### config.mk
export PLATFORM = sky130hd
export DESIGN_NAME = dead_zone_quantise_dequantise_unit
export DESIGN_NICKNAME = d
export VERILOG_FILES = /design/src/hw/rtl/dzq_pkg.sv /design/src/hw/rtl/dzq_front.sv /design/src/hw/rtl/dzq_div.sv /design/src/hw/rtl/dzq_recon.sv /design/src/hw/rtl/dead_zone_quantise_dequantise_unit.sv
export SDC_FILE = /design/constraint.sdc
export NUM_CORES = 2
export LEC_CHECK = 0
export ABC_AREA = 1
export ABC_CLOCK_PERIOD_IN_PS = 9100
export BUFFER_PORTS_ARGS = -buffer_cell sky130_fd_sc_hd__buf_2
export CAP_MARGIN = 20
export CORE_MARGIN = 2
export CORE_UTILIZATION = 65
export CTS_CLUSTER_SIZE = 20
export DETAILED_ROUTE_END_ITERATION = 12
export MAX_ROUTING_LAYER = met4
export PLACE_DENSITY = 0.82
export SLEW_MARGIN = 30
export SYNTH_ARGS = -nofsm -noshare
export SYNTH_HDL_FRONTEND = slang
export SYNTH_SLANG_ARGS = --single-unit
### constraint.sdc
create_clock -name i_clk -period 9.1 [get_ports i_clk]
set_input_delay 0.91 -clock i_clk [delete_from_list [all_inputs] [get_ports i_clk]]
set_output_delay 0.91 -clock i_clk [all_outputs]
set_load 0.02 [all_outputs]
### src/hw/rtl/dzq_pkg.sv
// ============================================================================
// dzq_pkg
// Shared widths, word types and register codes for the dead-zone
// quantise / dequantise unit.
// ============================================================================
package dzq_pkg;

    // Sample width and register widths
    localparam int SAMPLE_BITS = 16;
    localparam int FACTOR_W    = 18;
    localparam int OFFSET_W    = 17;
    localparam int CFG_IDX_W   = 2;
    localparam int CFG_DATA_W  = FACTOR_W;

    // Divider: dividend is magnitude times four
    localparam int DIVIDEND_W         = SAMPLE_BITS + 2;
    localparam int DIV_BITS_PER_STAGE = 3;
    localparam int DIV_STAGES         =
        (DIVIDEND_W + DIV_BITS_PER_STAGE - 1) / DIV_BITS_PER_STAGE;

    // Reconstruction product width and rounding term
    localparam int PROD_W      = SAMPLE_BITS + FACTOR_W;
    localparam int RECON_ROUND = 2;

    // Register reset values
    localparam logic [FACTOR_W-1:0] FACTOR_RESET = FACTOR_W'(4);
    localparam logic [OFFSET_W-1:0] OFFSET_RESET = '0;

    // Configuration register indexes
    typedef enum logic [CFG_IDX_W-1:0] {
        CFG_STEP_X4   = CFG_IDX_W'(0),
        CFG_RECON_OFS = CFG_IDX_W'(1),
        CFG_OP_MODE   = CFG_IDX_W'(2)
    } t_cfg_reg;

    // Operating modes
    localparam logic MODE_QUANTISE   = 1'b0;
    localparam logic MODE_DEQUANTISE = 1'b1;

    // Input word
    typedef struct packed {
        logic signed [SAMPLE_BITS-1:0] sample_in;
        logic                          last_in;
    } t_in_word;

    // Output word
    typedef struct packed {
        logic signed [SAMPLE_BITS-1:0] index_out;
        logic signed [SAMPLE_BITS-1:0] recon_out;
        logic                          last_out;
    } t_out_word;

    // Configuration register set
    typedef struct packed {
        logic [FACTOR_W-1:0] step_x4;
        logic [OFFSET_W-1:0] recon_ofs;
        logic                op_mode;
    } t_cfg;

    // Sign-magnitude sideband carried alongside the divider
    typedef struct packed {
        logic                   neg;
        logic                   is_zero;
        logic                   bypass;
        logic [SAMPLE_BITS-1:0] mag;
        logic                   last;
    } t_side;

endpackage

### src/hw/rtl/dzq_front.sv
// ============================================================================
// dzq_front
// Input stage: splits the sample into sign and magnitude and tags the
// word with the operating mode.
// ============================================================================
module dzq_front
    import dzq_pkg::*;
(
    input  logic     i_clk,
    input  logic     i_rst_n,
    input  logic     i_valid,
    input  t_in_word i_word,
    output logic     o_stall,
    input  logic     i_op_mode,
    output logic     o_valid,
    output t_side    o_side,
    input  logic     i_stall
);

    logic                   r_valid;
    t_side                  r_side;
    t_side                  n_side;
    logic [SAMPLE_BITS-1:0] sample_u;

    // Sign and magnitude; the most negative sample maps to 2^(N-1)
    assign sample_u = SAMPLE_BITS'(i_word.sample_in);

    always_comb begin
        n_side.neg     = sample_u[SAMPLE_BITS-1];
        n_side.mag     = n_side.neg ? (~sample_u + 1'b1) : sample_u;
        n_side.is_zero = (sample_u == '0);
        n_side.bypass  = (i_op_mode == MODE_DEQUANTISE);
        n_side.last    = i_word.last_in;
    end

    // Stage holds only when full and blocked downstream
    assign o_stall = r_valid && i_stall;

    always_ff @(posedge i_clk) begin
        if (!i_rst_n) begin
            r_valid <= 1'b0;
        end else if (!o_stall) begin
            r_valid <= i_valid;
        end
    end

    always_ff @(posedge i_clk) begin
        if (!o_stall && i_valid) begin
            r_side <= n_side;
        end
    end

    assign o_valid = r_valid;
    assign o_side  = r_side;

endmodule

### src/hw/rtl/dzq_div.sv
// ============================================================================
// dzq_div
// Pipelined restoring divider: (magnitude * 4) / step_x4, a few
// quotient bits per stage, sideband carried along.
// ============================================================================
module dzq_div
    import dzq_pkg::*;
(
    input  logic                  i_clk,
    input  logic                  i_rst_n,
    input  logic                  i_valid,
    input  t_side                 i_side,
    output logic                  o_stall,
    input  logic [FACTOR_W-1:0]   i_factor,
    output logic                  o_valid,
    output t_side                 o_side,
    output logic [DIVIDEND_W-1:0] o_quot,
    input  logic                  i_stall
);

    logic                  r_v    [DIV_STAGES];
    logic [FACTOR_W-1:0]   r_rem  [DIV_STAGES];
    logic [DIVIDEND_W-1:0] r_quo  [DIV_STAGES];
    logic [DIVIDEND_W-1:0] r_dvd  [DIV_STAGES];
    t_side                 r_side [DIV_STAGES];
    logic                  s_stall[DIV_STAGES+1];

    assign s_stall[DIV_STAGES] = i_stall;

    for (genvar k = 0; k < DIV_STAGES; k++) begin : g_stage
        logic                  up_v;
        t_side                 up_side;
        logic [FACTOR_W-1:0]   rem_in;
        logic [DIVIDEND_W-1:0] quo_in;
        logic [DIVIDEND_W-1:0] dvd_in;
        logic [FACTOR_W-1:0]   n_rem;
        logic [DIVIDEND_W-1:0] n_quo;
        logic [DIVIDEND_W-1:0] n_dvd;
        logic [FACTOR_W:0]     trial;
        logic [FACTOR_W:0]     diff;

        // Stage input: first stage loads the dividend, others chain
        if (k == 0) begin : g_first
            assign up_v    = i_valid;
            assign up_side = i_side;
            assign rem_in  = '0;
            assign quo_in  = '0;
            assign dvd_in  = {i_side.mag, 2'b00};
        end else begin : g_next
            assign up_v    = r_v[k-1];
            assign up_side = r_side[k-1];
            assign rem_in  = r_rem[k-1];
            assign quo_in  = r_quo[k-1];
            assign dvd_in  = r_dvd[k-1];
        end

        assign s_stall[k] = r_v[k] && s_stall[k+1];

        // Shift in one dividend bit, trial subtract, per quotient bit
        always_comb begin
            n_rem = rem_in;
            n_quo = quo_in;
            n_dvd = dvd_in;
            trial = '0;
            diff  = '0;
            for (int t = 0; t < DIV_BITS_PER_STAGE; t++) begin
                if (k * DIV_BITS_PER_STAGE + t < DIVIDEND_W) begin
                    trial = {n_rem, n_dvd[DIVIDEND_W-1]};
                    n_dvd = n_dvd << 1;
                    diff  = trial - {1'b0, i_factor};
                    if (trial >= {1'b0, i_factor}) begin
                        n_rem = diff[FACTOR_W-1:0];
                        n_quo = {n_quo[DIVIDEND_W-2:0], 1'b1};
                    end else begin
                        n_rem = trial[FACTOR_W-1:0];
                        n_quo = {n_quo[DIVIDEND_W-2:0], 1'b0};
                    end
                end
            end
        end

        always_ff @(posedge i_clk) begin
            if (!i_rst_n) begin
                r_v[k] <= 1'b0;
            end else if (!s_stall[k]) begin
                r_v[k] <= up_v;
            end
        end

        always_ff @(posedge i_clk) begin
            if (!s_stall[k] && up_v) begin
                r_rem[k]  <= n_rem;
                r_quo[k]  <= n_quo;
                r_dvd[k]  <= n_dvd;
                r_side[k] <= up_side;
            end
        end
    end

    assign o_stall = s_stall[0];
    assign o_valid = r_v[DIV_STAGES-1];
    assign o_side  = r_side[DIV_STAGES-1];
    assign o_quot  = r_quo[DIV_STAGES-1];

endmodule

### src/hw/rtl/dzq_recon.sv
// ============================================================================
// dzq_recon
// Index saturation, reconstruction multiply, offset/round/shift and
// output saturation, ending in the output word register.
// ============================================================================
module dzq_recon
    import dzq_pkg::*;
(
    input  logic                  i_clk,
    input  logic                  i_rst_n,
    input  logic                  i_valid,
    input  t_side                 i_side,
    input  logic [DIVIDEND_W-1:0] i_quot,
    output logic                  o_stall,
    input  t_cfg                  i_cfg,
    output logic                  o_valid,
    output t_out_word             o_word,
    input  logic                  i_stall
);

    localparam logic [DIVIDEND_W-1:0] QUO_LIM_NEG = DIVIDEND_W'(1) << (SAMPLE_BITS - 1);
    localparam logic [DIVIDEND_W-1:0] QUO_LIM_POS = QUO_LIM_NEG - 1'b1;
    localparam logic [PROD_W-2:0]     REC_LIM_NEG = (PROD_W - 1)'(1) << (SAMPLE_BITS - 1);
    localparam logic [PROD_W-2:0]     REC_LIM_POS = REC_LIM_NEG - 1'b1;

    // Stage 1: saturated index
    logic                   r1_v;
    logic [SAMPLE_BITS-1:0] r1_imag;
    logic                   r1_neg;
    logic [SAMPLE_BITS-1:0] r1_index;
    logic                   r1_last;
    logic [SAMPLE_BITS-1:0] n1_imag;
    logic                   n1_neg;

    // Stage 2: product
    logic                   r2_v;
    logic [PROD_W-1:0]      r2_prod;
    logic                   r2_neg;
    logic                   r2_zero;
    logic [SAMPLE_BITS-1:0] r2_index;
    logic                   r2_last;

    // Stage 3: output word
    logic                   r3_v;
    t_out_word              r3_word;
    t_out_word              n3_word;
    logic [PROD_W:0]        sum;
    logic [PROD_W-2:0]      rmag;
    logic [SAMPLE_BITS-1:0] rec_mag;

    logic st1_stall;
    logic st2_stall;
    logic st3_stall;

    assign st3_stall = r3_v && i_stall;
    assign st2_stall = r2_v && st3_stall;
    assign st1_stall = r1_v && st2_stall;
    assign o_stall   = st1_stall;

    // Index magnitude: zero for a zero sample, passthrough in dequantise mode, else clamped quotient
    always_comb begin
        if (i_side.is_zero) begin
            n1_imag = '0;
        end else if (i_side.bypass) begin
            n1_imag = i_side.mag;
        end else if (i_side.neg) begin
            n1_imag = (i_quot > QUO_LIM_NEG) ? QUO_LIM_NEG[SAMPLE_BITS-1:0]
                                             : i_quot[SAMPLE_BITS-1:0];
        end else begin
            n1_imag = (i_quot > QUO_LIM_POS) ? QUO_LIM_POS[SAMPLE_BITS-1:0]
                                             : i_quot[SAMPLE_BITS-1:0];
        end
        n1_neg = i_side.neg && (n1_imag != '0);
    end

    always_ff @(posedge i_clk) begin
        if (!i_rst_n) begin
            r1_v <= 1'b0;
            r2_v <= 1'b0;
            r3_v <= 1'b0;
        end else begin
            if (!st1_stall) r1_v <= i_valid;
            if (!st2_stall) r2_v <= r1_v;
            if (!st3_stall) r3_v <= r2_v;
        end
    end

    always_ff @(posedge i_clk) begin
        if (!st1_stall && i_valid) begin
            r1_imag  <= n1_imag;
            r1_neg   <= n1_neg;
            r1_index <= n1_neg ? (~n1_imag + 1'b1) : n1_imag;
            r1_last  <= i_side.last;
        end
    end

    // Reconstruction multiply
    always_ff @(posedge i_clk) begin
        if (!st2_stall && r1_v) begin
            r2_prod  <= PROD_W'(r1_imag) * PROD_W'(i_cfg.step_x4);
            r2_neg   <= r1_neg;
            r2_zero  <= (r1_imag == '0);
            r2_index <= r1_index;
            r2_last  <= r1_last;
        end
    end

    // Offset, round, shift by two, clamp; zero index reconstructs to zero
    always_comb begin
        sum  = {1'b0, r2_prod} + (PROD_W + 1)'(i_cfg.recon_ofs)
             + (PROD_W + 1)'(RECON_ROUND);
        rmag = sum[PROD_W:2];
        if (r2_neg) begin
            rec_mag = (rmag > REC_LIM_NEG) ? REC_LIM_NEG[SAMPLE_BITS-1:0]
                                           : rmag[SAMPLE_BITS-1:0];
        end else begin
            rec_mag = (rmag > REC_LIM_POS) ? REC_LIM_POS[SAMPLE_BITS-1:0]
                                           : rmag[SAMPLE_BITS-1:0];
        end
        n3_word.index_out = $signed(r2_index);
        if (r2_zero) begin
            n3_word.recon_out = '0;
        end else if (r2_neg) begin
            n3_word.recon_out = $signed(~rec_mag + 1'b1);
        end else begin
            n3_word.recon_out = $signed(rec_mag);
        end
        n3_word.last_out = r2_last;
    end

    always_ff @(posedge i_clk) begin
        if (!st3_stall && r2_v) begin
            r3_word <= n3_word;
        end
    end

    assign o_valid = r3_v;
    assign o_word  = r3_word;

endmodule

### src/hw/rtl/dead_zone_quantise_dequantise_unit.sv
// ============================================================================
// dead_zone_quantise_dequantise_unit
// Dead-zone quantiser / dequantiser for signed wavelet coefficients.
// ============================================================================
// One word enters per clock while the output side does not stall. A word
// passes through the sign/magnitude split, the restoring divider stages
// (three quotient bits per stage over an 18-bit dividend), and then index
// clamp, reconstruction multiply and round/clamp into the output register.
// Each stage holds only while it is full and the stage after it is blocked,
// so bubbles are squeezed out and the input keeps taking words while a
// finished word waits at the output, until every stage is full.
// Registers (step_x4, recon_ofs, op_mode) are written through the
// config channel, which is always ready; write them only while no words
// are in flight.
// ============================================================================
module dead_zone_quantise_dequantise_unit
    import dzq_pkg::*;
(
    input  logic                  i_clk,
    input  logic                  i_rst_n,
    // input words
    input  logic                  i_valid,
    input  t_in_word              i_word,
    output logic                  o_stall,
    // output words
    output logic                  o_valid,
    output t_out_word             o_word,
    input  logic                  i_stall,
    // register writes
    input  logic                  i_cfg_valid,
    output logic                  o_cfg_ready,
    input  logic [CFG_IDX_W-1:0]  i_cfg_index,
    input  logic [CFG_DATA_W-1:0] i_cfg_data
);

    t_cfg                  r_cfg;
    logic                  fr_valid;
    t_side                 fr_side;
    logic                  fr_stall;
    logic                  dv_valid;
    t_side                 dv_side;
    logic [DIVIDEND_W-1:0] dv_quot;
    logic                  dv_stall;

    // Register file
    assign o_cfg_ready = 1'b1;

    always_ff @(posedge i_clk) begin
        if (!i_rst_n) begin
            r_cfg.step_x4   <= FACTOR_RESET;
            r_cfg.recon_ofs <= OFFSET_RESET;
            r_cfg.op_mode   <= MODE_QUANTISE;
        end else if (i_cfg_valid && o_cfg_ready) begin
            unique case (i_cfg_index)
                CFG_STEP_X4:   r_cfg.step_x4   <= i_cfg_data[FACTOR_W-1:0];
                CFG_RECON_OFS: r_cfg.recon_ofs <= i_cfg_data[OFFSET_W-1:0];
                CFG_OP_MODE:   r_cfg.op_mode   <= i_cfg_data[0];
                default:       ;
            endcase
        end
    end

    dzq_front u_front (
        .i_clk     (i_clk),
        .i_rst_n   (i_rst_n),
        .i_valid   (i_valid),
        .i_word    (i_word),
        .o_stall   (o_stall),
        .i_op_mode (r_cfg.op_mode),
        .o_valid   (fr_valid),
        .o_side    (fr_side),
        .i_stall   (fr_stall)
    );

    dzq_div u_div (
        .i_clk    (i_clk),
        .i_rst_n  (i_rst_n),
        .i_valid  (fr_valid),
        .i_side   (fr_side),
        .o_stall  (fr_stall),
        .i_factor (r_cfg.step_x4),
        .o_valid  (dv_valid),
        .o_side   (dv_side),
        .o_quot   (dv_quot),
        .i_stall  (dv_stall)
    );

    dzq_recon u_recon (
        .i_clk   (i_clk),
        .i_rst_n (i_rst_n),
        .i_valid (dv_valid),
        .i_side  (dv_side),
        .i_quot  (dv_quot),
        .o_stall (dv_stall),
        .i_cfg   (r_cfg),
        .o_valid (o_valid),
        .o_word  (o_word),
        .i_stall (i_stall)
    );

    // Input only backs up when the whole pipe is full and blocked
    a_stall_needs_full_pipe: assert property (@(posedge i_clk) disable iff (!i_rst_n)
        o_stall |-> (o_valid && i_stall))
        else $error("input stalled while output side is free");

    // A zero index always reconstructs to zero
    a_zero_index_zero_recon: assert property (@(posedge i_clk) disable iff (!i_rst_n)
        (o_valid && (o_word.index_out == '0)) |-> (o_word.recon_out == '0))
        else $error("nonzero reconstruction for zero index");

    // Nonzero reconstruction carries the index sign
    a_recon_sign: assert property (@(posedge i_clk) disable iff (!i_rst_n)
        (o_valid && (o_word.recon_out != '0)) |->
            (o_word.recon_out[SAMPLE_BITS-1] == o_word.index_out[SAMPLE_BITS-1]))
        else $error("reconstruction sign differs from index sign");

endmodule
# After elaboration in Yosys (flattened, before gate mapping)
# Memory sizes are Yosys's and may differ from the RTL's.
# Index checks and enable logic that the tools add are counted.
[classes] shifts=0 n_mul=1 reduce_logical=38 n_bitwise=9 add_sub_neg=23 magnitude_cmp=22 eq_ne=2 div_mod_pow=0 muxes=84
[ops] op="18-bit 2-to-1 mux" count=18
[ops] op="19-bit by 18-bit >= comparator with 1-bit output" count=17
[ops] op="18-bit subtractor" count=17
[ops] op="16-bit 2-to-1 mux" count=10
[ops] op="1-bit 2-to-1 mux" count=55
[ops] op="16-bit by 1-bit adder with 16-bit output (second input constant)" count=3
[ops] op="16-bit inverter" count=3
[ops] op="34-bit by 17-bit adder with 35-bit output" count=1
[ops] op="35-bit by 2-bit adder with 35-bit output (second input constant)" count=1
[ops] op="16-bit by 18-bit multiplier with 34-bit output" count=1
[ops] op="33-bit by 15-bit greater-than comparator with 1-bit output (second input constant)" count=1
[ops] op="33-bit by 16-bit greater-than comparator with 1-bit output (second input constant)" count=1
[ops] op="16-bit logical NOT" count=2
[ops] op="1-bit logical AND" count=21
[ops] op="1-bit by 18-bit >= comparator with 1-bit output" count=1
[ops] op="18-bit by 15-bit greater-than comparator with 1-bit output (second input constant)" count=1
[ops] op="18-bit by 16-bit greater-than comparator with 1-bit output (second input constant)" count=1
[ops] op="1-bit by 18-bit subtractor with 18-bit output" count=1
[ops] op="16-bit nonzero test" count=1
[ops] op="15-bit 2-to-1 mux" count=1
[ops] op="1-bit logical NOT" count=10
[ops] op="1-bit OR" count=6
[ops] op="2-bit AND reduction" count=3
[ops] op="2-bit by 1-bit equality test with 1-bit output (second input constant)" count=1
[ops] op="other kinds (2)" count=2
[word_totals] regBits=180 romBits=0 mem_count=5 mem_bits_rw=432 out_inout_bits=36 inputBits=42 latch_bits=0
[memory_table] memory="u_div.r_side" depth=6 width=20 read_ports=6 rd_ports_with_merged_regs=0 write_ports=6 line="dzq_div.sv:25" source="t_side r_side [DIV_STAGES];"
[memory_table] memory="u_div.r_quo" depth=6 width=18 read_ports=6 rd_ports_with_merged_regs=0 write_ports=6 line="dzq_div.sv:23" source="logic [DIVIDEND_W-1:0] r_quo [DIV_STAGES];"
[memory_table] memory="u_div.r_rem" depth=6 width=18 read_ports=5 rd_ports_with_merged_regs=0 write_ports=6 line="dzq_div.sv:22" source="logic [FACTOR_W-1:0] r_rem [DIV_STAGES];"
[memory_table] memory="u_div.r_dvd" depth=6 width=15 read_ports=5 rd_ports_with_merged_regs=0 write_ports=6 line="dzq_div.sv:24" source="logic [DIVIDEND_W-1:0] r_dvd [DIV_STAGES];"
[memory_table] memory="u_div.r_v" depth=6 width=1 read_ports=6 rd_ports_with_merged_regs=0 write_ports=6 line="dzq_div.sv:21" source="logic r_v [DIV_STAGES];"

# Longest topological paths before layout
[depth] ltp_word=13 mapped_depth=55 mapped_depth_nobuf=50

# Hierarchy
# From an unflattened synthesis, not the netlist that was laid out.
[unflattened] cells_unflattened=6226 area_unflattened_um2=47307.9
[by_module_without_submodules] mod="dzq_div" n_inst=1 area_per_inst_um2=27481.4 cells_each=3689
[by_module_without_submodules] mod="dzq_recon" n_inst=1 area_per_inst_um2=17100.2 cells_each=2183
[by_module_without_submodules] mod="dead_zone_quantise_dequantise_unit" n_inst=1 area_per_inst_um2=1609.0 cells_each=236
[by_module_without_submodules] mod="dzq_front" n_inst=1 area_per_inst_um2=1117.3 cells_each=118

# Least setup slack after synthesis
# OpenSTA, ideal clock, no wires.
[synth_path] path_type="reg-to-reg" from="reg r_cfg[19] in the netlist's numbering" to="mem u_div.r_rem[2][13] (data pin)" period_less_slack_ps=7791 setup_time_ps=130 path_stages_with_launch=56 arrival_ps=7661 setup_slack_ps=1309 t_required_ps=8970 cell_sequence="dfxtp_1 buf_2 inv_1 ha_1 nand2_1 nor2_1 nand2_1 o211ai_2 nand3_2 nand2_2 nand3_2 nand2_2 a21o_4 nand2_1 nand2_2 nand2_2 nand2_4 inv_2 (+20 left out) o21ai_0 ha_1 a21oi_1 nand2_1 a21oi_1 o21ai_0 a21boi_1 o21bai_1 a31oi_1 o21ai_1 nand2_1 o211ai_1 a21oi_1 nand2_1 nor2_4 buf_4 nand2_1 nand2_1"
[synth_rtl] item="from (decl)" line="dead_zone_quantise_dequantise_unit.sv:36" source="t_cfg r_cfg;"
[synth_rtl] item="to (decl)" line="dzq_div.sv:22"

==> results.md <==
* Synth top area cells: edfxtp_1 (29%), ha_1 (13%), nand2_1 (12%), fa_1 (11%), inv_1 (6.6%)
* Min Tclk post-route at about 8.4 ns
* Count leader, synth: nand2_1
* RSZ-0062 raised after global routing: false
* Largest fanout on the critical path at 35
* Worst clock skew at between 0.03 and 0.04 ns
* Number of flops mapped to enable cells by yosys at between 400 and 500
* Port bufs at 76
* Hold wc startpoint: u_recon.r1_index[15]
* Clock buffer depth at 3
* Syn Inst Count at approximately 5400
* DR DRC count at 0
* Hold Vio Cnt, Final at 0
* Setup_tns at 0 ns
* Global-route wire length before repair at about 190 mm
* Initial antenna violation count at 0
* Worst setup SP type: flop
* R2R Setup Slk at 0.72 ns
* Max stage delay cell, worst path: o21ai_0
* Clock root cell: clkbuf_16
* Post-CTS Hold Fix Bufs at 0
* Final slew viol count at 0
* Ys flop type: edfxtp_1
* WP buf/inv at 4
* Overflow after GRT at 0
* Register area share after synthesis at a little under a third
* # rows at 95
* Ys async rst share at 0%
* Setup violators final at 0
* R2R depth at 46
* Reg-to-Reg Start: r_cfg[20]
* CP top delay family: compound AO/OA/AOI/OAI gates
* Hold Path Class: flop to flop
* Syn Area/Cell at 8.16 um2
* Tot GR Track Use at 35.1%
* Worst-path clk slew at approximately 0.070 ns
* Largest net degree at the start of global routing at 54
* Hold endpoint: u_recon.r2_index[15]
* CP Capture Type: flop
* Die area at ~70000 um2
* Antenna viol nets, final at 0
* Synthesis-to-layout area growth at 7.40%
* Vias at 37100
* Vias per cell at 5.83
* Cell area after layout at 47000 um2
* Max-slew headroom at between 30% and 40%
* N_diodes at 0
* # IOs at 78
* Routed WL per cell at 18.8 um
* Synth unique cells at 74
* Die X at 264 um
* TritonCTS clock tree: built
* Hold Path Stages at 0
* Area leader, netlist: edfxtp_1
* Initial Util at 65.4%
* Vias in the first global route at ~36000
* Status: finished clean
* Share of the synthesized area in the top cell type at about 29%
* Cell Area, Synth at 43800 um2
* Worst Path Required at 9.58 ns
* Most used cell, CP: nand2_1
* Cts bufs inserted at just under 50
* Final WS setup at ~0.72 ns
* Final critical-path share of the clock period at between 90 and 100%
* Core area at approximately 67000 um2
* Starting DRC count in detailed routing at 3272
* Fillers at just over 5000
* Hold slack at approximately 0.42 ns
* FF-to-FF End: u_div.r_rem[4][1]
* Top cells by count, synth: nand2_1 (1388), inv_1 (774), ha_1 (448)
* Setup CP Type: flop to flop
* Die Y at ~260 um
* Least-Margin Pin Slew at about 0.97 ns
* Critical path arrival at between 8 and 9 ns
* Syn nets at ~6000
* DR pass1 iterations at 12
* Share of cells above drive strength 1 at about 7%
* Final-stage net count at roughly 6200
* Drt total wl at ~120 mm
* Max Cap Viol at 0
* Fmax at between 0.1 and 0.15 GHz
* Final HPWL DP at 90.5 mm
* Flops & latches, synth at ~460
* Clock Latency Late Sink at around 0.62 ns
* Slowest Stage Delay on Critical Path at 0.49 ns
* Dpl cell area at ~45000 um2
* Clk sinks at 458
* Routability congestion estimate from global placement at just over 1
* Synth warn at 0
* Pre-CTS setup slack at 0.868 ns
* H-tree depth at 2
==> routing by layer <==
layer	global-route usage [%]	vias to the layer above	wire length, um	part of all wire, %
li1	-	17800	-	-
met1	42.3	17300	45700	38
met2	58.1	1578	56800	48
met3	4.66	379	9590	8.0
met4	18.1	0	7150	6.0
met5	-	-	0	0
==> sequential cells by signal, summed over array words and instances (netlist names), 15 cells and up <==
| register | cells |
|---|---|
| u_recon.r1_imag | 15 |
| u_recon.r1_index | 16 |
| u_recon.r2_index | 16 |
| u_div.r_rem | 90 |
| u_div.r_side | 120 |
| u_front.o_side | 20 |
| u_recon.o_word | 33 |
| u_recon.r2_prod | 34 |
| r_cfg | 36 |
| u_div.r_quo | 63 |
==> cell usage in the layout, fill, tap and decap left out, types with 29 or more instances in the layout <==
cell type  Yosys  routed
inv_1        774     769
nor3_1        59      59
o21ai_1       39      40
ha_1         448     448
fa_1         239     239
buf_2         23      76
xor2_1       185     185
a21oi_1      399     398
buf_4          9      79
nor2_1       315     311
clkbuf_16      0      49
edfxtp_1     417     417
nand2_1     1388    1388
nand3_1      168     168
nand4_1       41      41
a31oi_1       29      29
xnor2_1      127     127
nand2_2       38      38
dfxtp_1       41      39
o21ai_0      269     268
==> kinds of logic (layout without fill, tap and decap cells) <==
| family | count (synthesis) | after routing | synth area share (%) |
|---|---|---|---|
| muxes | 3 | 3 | 0.0772 |
| AOI/OAI and AO/OA | 860 | 860 | 10.9 |
| DFF | 458 | 458 | 30.5 |
| and+or+nand+nor | 2122 | 2122 | 20.3 |
| xor gates and xnor gates | 312 | 312 | 6.24 |
| other | 1 | 1 | 0.00857 |
| buffers and inverters | 922 | 1041 | 8.22 |
| adders and majority gates | 687 | 687 | 23.7 |
==> per-stage QoR <==
| step | util (%) | std cells |
|---|---|---|
| floorplan | - | 5365 |
| global placement | 67.6 | 6261 |
| detailed placement | 67.7 | 6262 |
| CTS | 70.2 | 6354 |
| global route | 70.3 | 6357 |
| finish | 70.3 | 6357 |
==> worst max-delay path by stage <==
stage / from / endpoint / slack (ns) / cells after the start
after floorplan: r_cfg[19] / u_div.r_rem[2][13] / 1.31 / 55
after CTS: r_cfg[20] / u_div.r_rem[2][17] / 0.80 / 46
final: r_cfg[20] / u_div.r_rem[4][1] / 0.72 / 46
after detailed placement: r_cfg[20] / u_div.r_rem[2][7] / 0.87 / 46
after global routing: r_cfg[20] / u_div.r_rem[1][10] / 0.005 / 39
after global placement: r_cfg[20] / u_div.r_rem[2][13] / 1.10 / 46
==> cell type report <==
cell class	instances	area, um2	share of cell area (%)
Clock buffer	54	1240	2.65
Timing Repair Buffer	160	1080	2.30
Clock inverter	38	414	0.881
Tap cell	873	1090	2.32
Sequential cell	458	13300	28.4
Multi-Input combinational cell	3985	26900	57.2
Inverter	789	2970	6.32
==> what timing repair did <==
action                                  in CTS  in global routing
endpoints found under the setup margin       0                 18
buffers inserted                             0                  1
gates resized for setup                      0                  4
Power is left out: the tool's default activity adds up to more than one toggle a clock period on the data nets, which glitch-free logic cannot reach.
